==> src/rtl/core/rvbr_pkg.sv <==
`timescale 1ns / 1ps

package rvbr_pkg;

  // Byte store geometry
  localparam int STORE_DEPTH = 4096;
  localparam int ADDR_W      = $clog2(STORE_DEPTH);

  // Field and state widths
  localparam int ACC_W   = 40;
  localparam int VB_W    = 6;
  localparam int IDX_W   = 14;
  localparam int LEN_W   = 13;
  localparam int CNT_W   = 6;
  localparam int BYTE_W  = 8;
  localparam int OUT_W   = 32;

  // Bit count ceiling and refill threshold
  localparam logic [CNT_W-1:0] MAX_COUNT  = 6'd32;
  localparam logic [VB_W-1:0]  FILL_LIMIT = 6'd32;

  // Unstuffing constants
  localparam logic [6:0]        LOW7_ONES = 7'h7F;
  localparam logic [BYTE_W-1:0] STUFF_MIN = 8'h8F;
  localparam logic [3:0]        NIB_STUFF = 4'h8;
  localparam logic [2:0]        NIB_LOW3  = 3'h7;

  typedef enum logic [1:0] {
    REQ_LOAD  = 2'd0,
    REQ_START = 2'd1,
    REQ_PEEK  = 2'd2,
    REQ_READ  = 2'd3
  } req_type_t;

  typedef enum logic [1:0] {
    ST_IDLE,
    ST_START,
    ST_SERVE,
    ST_FILL
  } state_t;

  // Controller to datapath
  typedef struct packed {
    logic mem_wr;      // write the load item's byte
    logic seg_init;    // capture offset and length, clear accumulator
    logic req_init;    // capture clamped bit count and operation
    logic nib_apply;   // take the first nibble
    logic byte_apply;  // append one byte (or a zero byte)
    logic emit;        // load the output register, consume on read
  } cmd_t;

  // Datapath to controller
  typedef struct packed {
    logic idx_valid;   // read index points inside the buffer
    logic need_fill;   // fewer valid bits than requested
    logic fill_more;   // still at or below the refill threshold
  } status_t;

endpackage

==> src/rtl/core/rvbr_ctrl.sv <==
`timescale 1ns / 1ps

module rvbr_ctrl (
  input  logic                clk,
  input  logic                rst,
  input  logic                req_valid,
  input  rvbr_pkg::req_type_t req_type,
  output logic                req_ready,
  output logic                rsp_valid,
  input  logic                rsp_ready,
  input  rvbr_pkg::status_t   status,
  output rvbr_pkg::cmd_t      cmd
);

  rvbr_pkg::state_t state, state_next;
  logic             out_valid, out_valid_next;

  always_ff @(posedge clk) begin
    if (rst) begin
      state     <= rvbr_pkg::ST_IDLE;
      out_valid <= 1'b0;
    end else begin
      state     <= state_next;
      out_valid <= out_valid_next;
    end
  end

  always_comb begin
    state_next = state;
    cmd        = '0;
    req_ready  = 1'b0;
    unique case (state)
      rvbr_pkg::ST_IDLE: begin
        req_ready = 1'b1;
        if (req_valid) begin
          unique case (req_type)
            rvbr_pkg::REQ_LOAD: cmd.mem_wr = 1'b1;
            rvbr_pkg::REQ_START: begin
              cmd.seg_init = 1'b1;
              state_next   = rvbr_pkg::ST_START;
            end
            rvbr_pkg::REQ_PEEK, rvbr_pkg::REQ_READ: begin
              cmd.req_init = 1'b1;
              state_next   = rvbr_pkg::ST_SERVE;
            end
          endcase
        end
      end
      rvbr_pkg::ST_START: begin
        cmd.nib_apply = status.idx_valid;
        state_next    = rvbr_pkg::ST_IDLE;
      end
      rvbr_pkg::ST_SERVE: begin
        priority if (status.need_fill) begin
          state_next = rvbr_pkg::ST_FILL;
        end else if (!out_valid || rsp_ready) begin
          cmd.emit   = 1'b1;
          state_next = rvbr_pkg::ST_IDLE;
        end
      end
      rvbr_pkg::ST_FILL: begin
        if (status.fill_more) begin
          cmd.byte_apply = 1'b1;
        end else begin
          state_next = rvbr_pkg::ST_SERVE;
        end
      end
    endcase
  end

  // Hold the result until taken; a new one may replace it in the same cycle
  always_comb begin
    out_valid_next = out_valid;
    if (rsp_ready) out_valid_next = 1'b0;
    if (cmd.emit)  out_valid_next = 1'b1;
  end

  assign rsp_valid = out_valid;

endmodule

==> config.mk <==
export PLATFORM = sky130hd
export DESIGN_NAME = rvbr_ctrl
export DESIGN_NICKNAME = d
export VERILOG_FILES = /design/src/rtl/core/rvbr_pkg.sv /design/src/rtl/core/rvbr_ctrl.sv
export SDC_FILE = /design/constraint.sdc
export NUM_CORES = 1
export LEC_CHECK = 0
export BUFFER_PORTS_ARGS = -buffer_cell sky130_fd_sc_hd__buf_2
export CORE_AREA = 5 5 42 44
export DETAILED_ROUTE_END_ITERATION = 8
export DIE_AREA = 0 0 47 49
export HOLD_SLACK_MARGIN = 0.03
export PLACE_DENSITY = 0.44
export SETUP_SLACK_MARGIN = 0.05
export SYNTH_ARGS = -nofsm -noshare
export SYNTH_HDL_FRONTEND = slang
export SYNTH_SLANG_ARGS = --single-unit
==> constraint.sdc <==
create_clock -name clk -period 3.8 [get_ports clk]
set_input_delay 0 -clock clk [delete_from_list [all_inputs] [get_ports clk]]
set_output_delay 0 -clock clk [all_outputs]
set_load 0.1 [all_outputs]
==> results of run 1 <==
[power by group]
part | total [mW] | switching (mW) | internal [mW]
clock | 0.0574 | 0.0180 | 0.0394
sequential | 0.0396 | 0.00463 | 0.0350
combinational | 0.0824 | 0.0632 | 0.0192
total | 0.179 | 0.0858 | 0.0937
[state kept, by name, summed over array words and instances (netlist names)]
register	count
state	2
rsp_valid	1
[timing repair]
item,in CTS,in global routing
setup endpoints to repair,0,0
resized for setup,0,0
hold endpoints to repair,2,0
hold buffers,1,0
[critical path, delay by kind of cell, from the launching register on]
kind	cells	cell delay (ps)
and+or+nand+nor	2	550
DFF	1	430
buffers and inverters	1	430
[through the flow]
stage	hold slack (ps)	power, mW	cell area [sq um]	utilization, %	std cells
after detailed placement	215	0.122	324	23.1	58
after global placement	223	0.123	324	23.1	58
after floorplan	69.1	0.109	231	-	27
after CTS	99.3	0.183	360	25.7	63
final	100	0.179	360	25.7	63
after global routing	124	0.193	360	25.7	63
[area by class of cell]
| class | count | share of cell area [%] |
|---|---|---|
| Multi-Input combinational cell | 21 | 43.4 |
| Inverter | 2 | 2.08 |
| Clock buffer | 4 | 7.29 |
| Tap cell | 16 | 5.56 |
| Timing Repair Buffer | 17 | 25.0 |
| Sequential cell | 3 | 16.7 |
[cells in the final DEF (no fill, tap or decap), drive strengths merged]
cell         instances
a21oi                1
o211ai               2
mux2i                1
and3                 1
o22ai                1
and2b                1
nor2                 1
nor2b                1
dfxtp                3
a211o                1
clkbuf               4
nand3                1
or3                  1
dlygate4sd3          1
nor3                 1
or3b                 2
buf                 16
nand2b               1
nand2                3
nor3b                1
inv                  2
and3b                1
[final timing paths]
kind | end | slack, ps | cells past startpoint
min reg2reg | rsp_valid | 540 | 2
max | cmd[0] | 2150 | 3
max reg2reg | state[1] | 2480 | 3
min | rsp_valid | 100 | 3
[kinds of logic after synthesis]
logic type      share of synthesized area [%]
compound gates                           18.1
simple gates                             43.5
flops                                    27.1
buf+inv                                  6.78
mux                                      4.52
[per-layer routing]
metal | up-vias | global-route usage, % | part of all wire (%)
li1 | 135 | - | -
met1 | 111 | 7.68 | 45
met2 | 14 | 7.69 | 40
met3 | 2 | 2.21 | 13
met4 | 0 | 8.29 | 1.8
met5 | - | 0 | 0
==> results.tsv, run 1 <==
stage	metric	value	unit
placed_design	dpl ws	2400	ps
synthesis	sequential share of the synthesized area	27.1	%
synthesis	Post-synth EDFFs	0	
synthesis	#FFs+latches synth	3	
critical_path	CP endpoint kind	output port	
floorplan	Die W	47	um
cells_and_area	register area	60.1	sq um
drt	DRC violations left	0	
cells_and_area	ant diodes	0	
placed_design	gp weighted congestion	0.683	
clock_network	Post CTS Setup Buffer Count	0	
synthesis	post-synth cell types	22	
critical_path	worst r2r src	state[1]	
clock_network	clock-pin slew on the worst setup and hold paths	40	ps
global_route	number of global-route vias before repair	259	
critical_path	CP startpoint	state[1]	
status	status	finished, final reports clean	
hold_path	Hold Startpoint	rsp_ready	
pwr	Worst VDD drop	0.140	mV
sta	clk_skew	0.220	ps
drt	Via Count	262	
clock_network	CTS Buf Count	3	
sta	Setup TNS Final	0	ps
critical_path	CP required	3800	ps
critical_path	CP max stage cell	or3b_4	
critical_path	CP Launch Type	register	
cells_and_area	Area Overhead vs Synth	62.7	%
sta	fin worst setup slack	2150	ps
global_route	maximum number of pins on one net before global-route repair	10	
sta	Final period util	43.4	%
cells_and_area	fill cell count	167	
global_route	GRT Total Usage	6.54	%
placed_design	Port Buf Inserts	16	
global_route	first-pass GRT wire length	1.00	mm
floorplan	I/O pins	17	
synthesis	Ys Warns	0	
sta	Hold Vio Cnt, Final	0	
sta	fmax	607	MHz
cells_and_area	area of the multi-input gates	156	sq um
drt	DRT Pass-1 Iters	2	
clock_network	CTS tree	done	
drt	final wirelength	597	um
sta	measured slew at the worst slew-check pin	488	ps
synthesis	top cells by count, synth	dfxtp_1 (3), nand2_1 (3), inv_1 (2)	
drt	Avg WL per Cell	9.48	um
clock_network	Worst-Skew Late Latency	240	ps
floorplan	Core Area	1400	sq um
critical_path	Max stage delay on crit path	440	ps
drt	antenna viol nets, final	0	
synthesis	async set-reset flop share out of synthesis	0	%
synthesis	Syn Area/Cell	8.20	sq um
critical_path	CP arrival	1650	ps
synthesis	Yosys top cell area share	27.1	%
synthesis	leading post-synthesis cells by cell area	dfxtp_1 (27%), o211ai_2 (5.6%), nand2_1 (5.1%)	
cells_and_area	final net count	57	
global_route	Congestion Overflow GR	0	
critical_path	crit path max fanout	9	
synthesis	cell taking the most area after synthesis	dfxtp_1	
clock_network	Sink Count	3	
global_route	initial antenna violation count	0	
critical_path	crit path kind	register to output port	
clock_network	CTS root buffer	clkbuf_4	
synthesis	syn nets	36	
sta	Setup-failing EPs final	0	
sta	unrepaired setup endpoints after global routing	no	
floorplan	row count	14	
hold_path	worst min path class	input pin to register	
floorplan	Die Footprint	2300	sq um
synthesis	Post-Syn Area	221	sq um
synthesis	top_reg_cell synth	dfxtp_1	
run	Max Cap Violations	0	
pwr	Leak	0.188	nW
sta	Period minus WS final	1650	ps
critical_path	Cell Chain, Critical Path	or3b_4, nor2b_1, buf_2	
clock_network	htree depth	1	
floorplan	Starting Density	15.8	%
sta	Max Slew Vio Count	0	
pwr	Pwr Density	498	nW/um^2
cells_and_area	proportion of layout cells with a drive suffix above 1	53.2	%
synthesis	Mapped Cells	27	
drt	Initial DRC Count	2	
clock_network	clock tree buffer depth	2	
floorplan	chip height	49	um
drt	DR vias/cell	4.16	
sta	Max transition margin	67.7	%
No activity file was read; power rests on OpenSTA's default activity.
==> run 2, diff against run 1 <==
ABC_AREA = 1   (was unset)
PLACE_DENSITY = 0.49   (was 0.44)
clock period = 1.3 ns   (was 3.8 ns; I/O delays follow)
==> run 2 against run 1 <==
- sequential power rose to 3.4 times the previous value
- synthesized cell count rose by 56%
- core utilization up 13 points
- hold slack better by 15 ps
- sequential share of layout area fell by 4.3 points
- critical path depth is 1 higher
- design area up 49%
- die area is the same
- register-to-register slack worse by 2400 ps
- count of clock-buffer cells in the layout stayed put
- sequential cell count unchanged
- largest cell class is now non-clock buffers
==> results.tsv, run 2 <==
stage	metric	value	unit	change
drt	DRT Pass-1 Iters	2		unchanged
sta	clk_skew	2.68	ps	+2.46 ps
global_route	maximum number of pins on one net before global-route repair	9		-1
pwr	Pwr Density	1310	nW/um^2	+160%
cells_and_area	most frequent cells in the layout	buf_2 (9), nand2_1 (8), nor2_1 (7), buf_12 (7), inv_1 (5)		
synthesis	top cells by count, synth	nand2_1 (9), nor2_1 (9), inv_1 (5), dfxtp_1 (3), nand3_1 (3)		
global_route	number of global-route vias before repair	314		+21%
synthesis	leading post-synthesis cells by cell area	dfxtp_1 (23%), nand2_1 (13%), nor2_1 (13%)		
clock_network	clock-pin slew on the worst setup and hold paths	40	ps	about the same
synthesis	Post-Syn Area	256	sq um	+16%
sta	Period minus WS final	1220	ps	
drt	final wirelength	698	um	+17%
floorplan	Die W	47	um	unchanged
synthesis	Ys Warns	0		unchanged
synthesis	Post-synth EDFFs	0		unchanged
synthesis	post-synth cell types	17		-23%
pwr	Worst VDD drop	0.680	mV	+380%
cells_and_area	max FFs per register	2		unchanged
placed_design	gp weighted congestion	0.669		-2.0%
floorplan	chip height	49	um	unchanged
drt	DRC violations left	0		unchanged
critical_path	CP Launch Type	register		
synthesis	top_reg_cell synth	dfxtp_1		
placed_design	detailed placement HPWL	566	um	
cells_and_area	commonest non-fill, non-tap cell in the layout	buf_2		
placed_design	Placed Instances	72		+24%
floorplan	I/O pins	17		unchanged
drt	Avg WL per Cell	8.95	um	-5.6%
drt	met3 wire length	77	um	+2.7%
synthesis	Yosys top cell area share	23.4	%	-3.7 points
critical_path	crit path kind	register to output port		
cells_and_area	proportion of layout cells with a drive suffix above 1	54.8	%	+1.6 points
sta	Final period util	93.5	%	
drt	DR vias/cell	4.15		-0.12%
global_route	GRT Total Usage	6.82	%	+0.27 points
sta	fin worst setup slack	85.0	ps	-2070 ps
clock_network	Sink Count	3		unchanged
cells_and_area	design area	538	sq um	+49%
sta	Setup TNS Final	0	ps	unchanged
run	Max Cap Violations	0		unchanged
critical_path	worst r2r src	rsp_valid		
sta	Max transition margin	68.0	%	+0.31 points
critical_path	CP Buf/Inv Count	1		unchanged
cells_and_area	Area Overhead vs Synth	110	%	
hold_path	worst min path class	input pin to register		
clock_network	Worst-Skew Late Latency	230	ps	about the same
synthesis	#FFs+latches synth	3		unchanged
clock_network	CTS root buffer	clkbuf_4		
placed_design	Port Buf Inserts	16		unchanged
drt	Initial DRC Count	1		-1
cells_and_area	final non-filler cell total	78		+24%
drt	WL met2	329	um	+37%
pwr	Leak	0.253	nW	+34%
critical_path	CP max stage cell	dfxtp_4		
floorplan	Starting Density	18.3	%	+2.5 points
cells_and_area	ant diodes	0		unchanged
clock_network	CTS Buf Count	3		unchanged
synthesis	Syn Area/Cell	6.11	sq um	-26%
synthesis	sequential share of the synthesized area	23.4	%	-3.7 points
critical_path	r2r setup slk	130	ps	-2350 ps
synthesis	async set-reset flop share out of synthesis	0	%	unchanged
floorplan	row count	14		unchanged
sta	WHS	115	ps	+15.0 ps
placed_design	Post-DP Area	473	sq um	+46%
synthesis	syn nets	51		+42%
hold_path	hold path cells	4		+1
hold_path	Hold Startpoint	rsp_ready		
critical_path	Critical R2R Capture	state[0]		
hold_path	Endpoint, Worst Hold	rsp_valid		
clock_network	CTS tree	done		
critical_path	crit path max fanout	7		-2
sta	measured slew at the worst slew-check pin	483	ps	-4.66 ps
sta	fmax	823	MHz	
drt	M1 wire length	291	um	+7.8%
critical_path	CP arrival	1220	ps	-430 ps
drt	antenna viol nets, final	0		unchanged
floorplan	Die Footprint	2300	sq um	unchanged
synthesis	Mapped Cells	42		+56%
global_route	initial antenna violation count	0		unchanged
status	status	finished, final reports clean		
clock_network	htree depth	1		unchanged
floorplan	Core Area	1400	sq um	unchanged
cells_and_area	Largest Register	state		
sta	Hold Vio Cnt, Final	0		unchanged
clock_network	clock tree buffer depth	2		unchanged
global_route	Congestion Overflow GR	0		unchanged
sta	unrepaired setup endpoints after global routing	yes		
critical_path	Cell Chain, Critical Path	nor2_4, nand2_2, nor3_4, buf_12		
drt	Via Count	324		+24%
synthesis	cell taking the most area after synthesis	dfxtp_1		
critical_path	worst-case reg-to-reg path depth	5		+2
sta	Max Slew Vio Count	0		unchanged
critical_path	CP endpoint kind	output port		
drt	uppermost layer routed	met3		
critical_path	CP required	1300	ps	-2500 ps
critical_path	delay-heaviest family, CP	simple AND/OR/NAND/NOR gates		
sta	Setup-failing EPs final	0		unchanged
placed_design	dpl ws	133	ps	-2270 ps
cells_and_area	final net count	72		+26%
critical_path	Max stage delay on crit path	370	ps	-70 ps
global_route	first-pass GRT wire length	1.16	mm	+16%
run 2: power by group:
| group | leakage (nW) | internal, mW | switching [mW] |
|---|---|---|---|
| registers | 0.0261 | 0.107 | 0.0285 |
| clock network | 0.0150 | 0.115 | 0.0469 |
| logic | 0.211 | 0.144 | 0.265 |
| total | 0.253 | 0.366 | 0.340 |
run 2: per-stage QoR:
| stage | util [%] | power [mW] |
|---|---|---|
| after floorplan | - | 0.406 |
| after global placement | 33.8 | 0.520 |
| after detailed placement | 33.8 | 0.520 |
| after CTS | 37.4 | 0.711 |
| after global routing | 38.4 | 0.758 |
| final | 38.4 | 0.706 |
run 2: cells by family (layout without fill, tap and decap cells):
group           Yosys count  in the layout  synth area share [%]
buf+inv                   9             29                  17.6
flops                     3              3                  23.4
simple gates             26             26                  48.3
compound gates            4              4                  10.7
run 2: worst reg2reg max path, delay by kind of cell, from the launching register on:
| family | cells | cell delay, ps |
|---|---|---|
| AOI/OAI and AO/OA | 1 | 210 |
| buffers and inverters | 1 | 30 |
| DFF | 1 | 310 |
| and+or+nand+nor | 3 | 490 |
run 2: worst max path at each step:
stage,depth (start not counted),from,endpoint,slack (ps)
after floorplan,4,state[0],cmd[4],-620
after global placement,4,state[1],rsp_valid,170
after detailed placement,4,state[1],state[0],130
after CTS,3,state[1],cmd[0],3
after global routing,3,state[1],cmd[0],0.2
final,4,state[1],cmd[4],80
run 2: cell type report:
class / instances / area, sq um
clock buffers: 4 / 26.3
fillers: 154 / 863
well taps: 16 / 20.0
multi-input cells: 30 / 194
repair buffers: 18 / 203
inverters: 7 / 28.8
flip-flops and latches: 3 / 66.3
run 2: metal layers:
| metal | global-route usage, % | up-vias |
|---|---|---|
| li1 | - | 173 |
| met1 | 7.21 | 138 |
| met2 | 10.6 | 13 |
| met3 | 5.17 | 0 |
| met4 | 1.38 | 0 |
| met5 | 0 | - |
run 2: what timing repair did:
item | in CTS | in global routing
pin swaps | 2 | 2
gates cloned | 0 | 0
setup endpoints to repair | 4 | 4
endpoints found under the hold margin | 2 | 0
hold buffers | 1 | 0
gates resized for setup | 3 | 3
setup buffers | 1 | 0
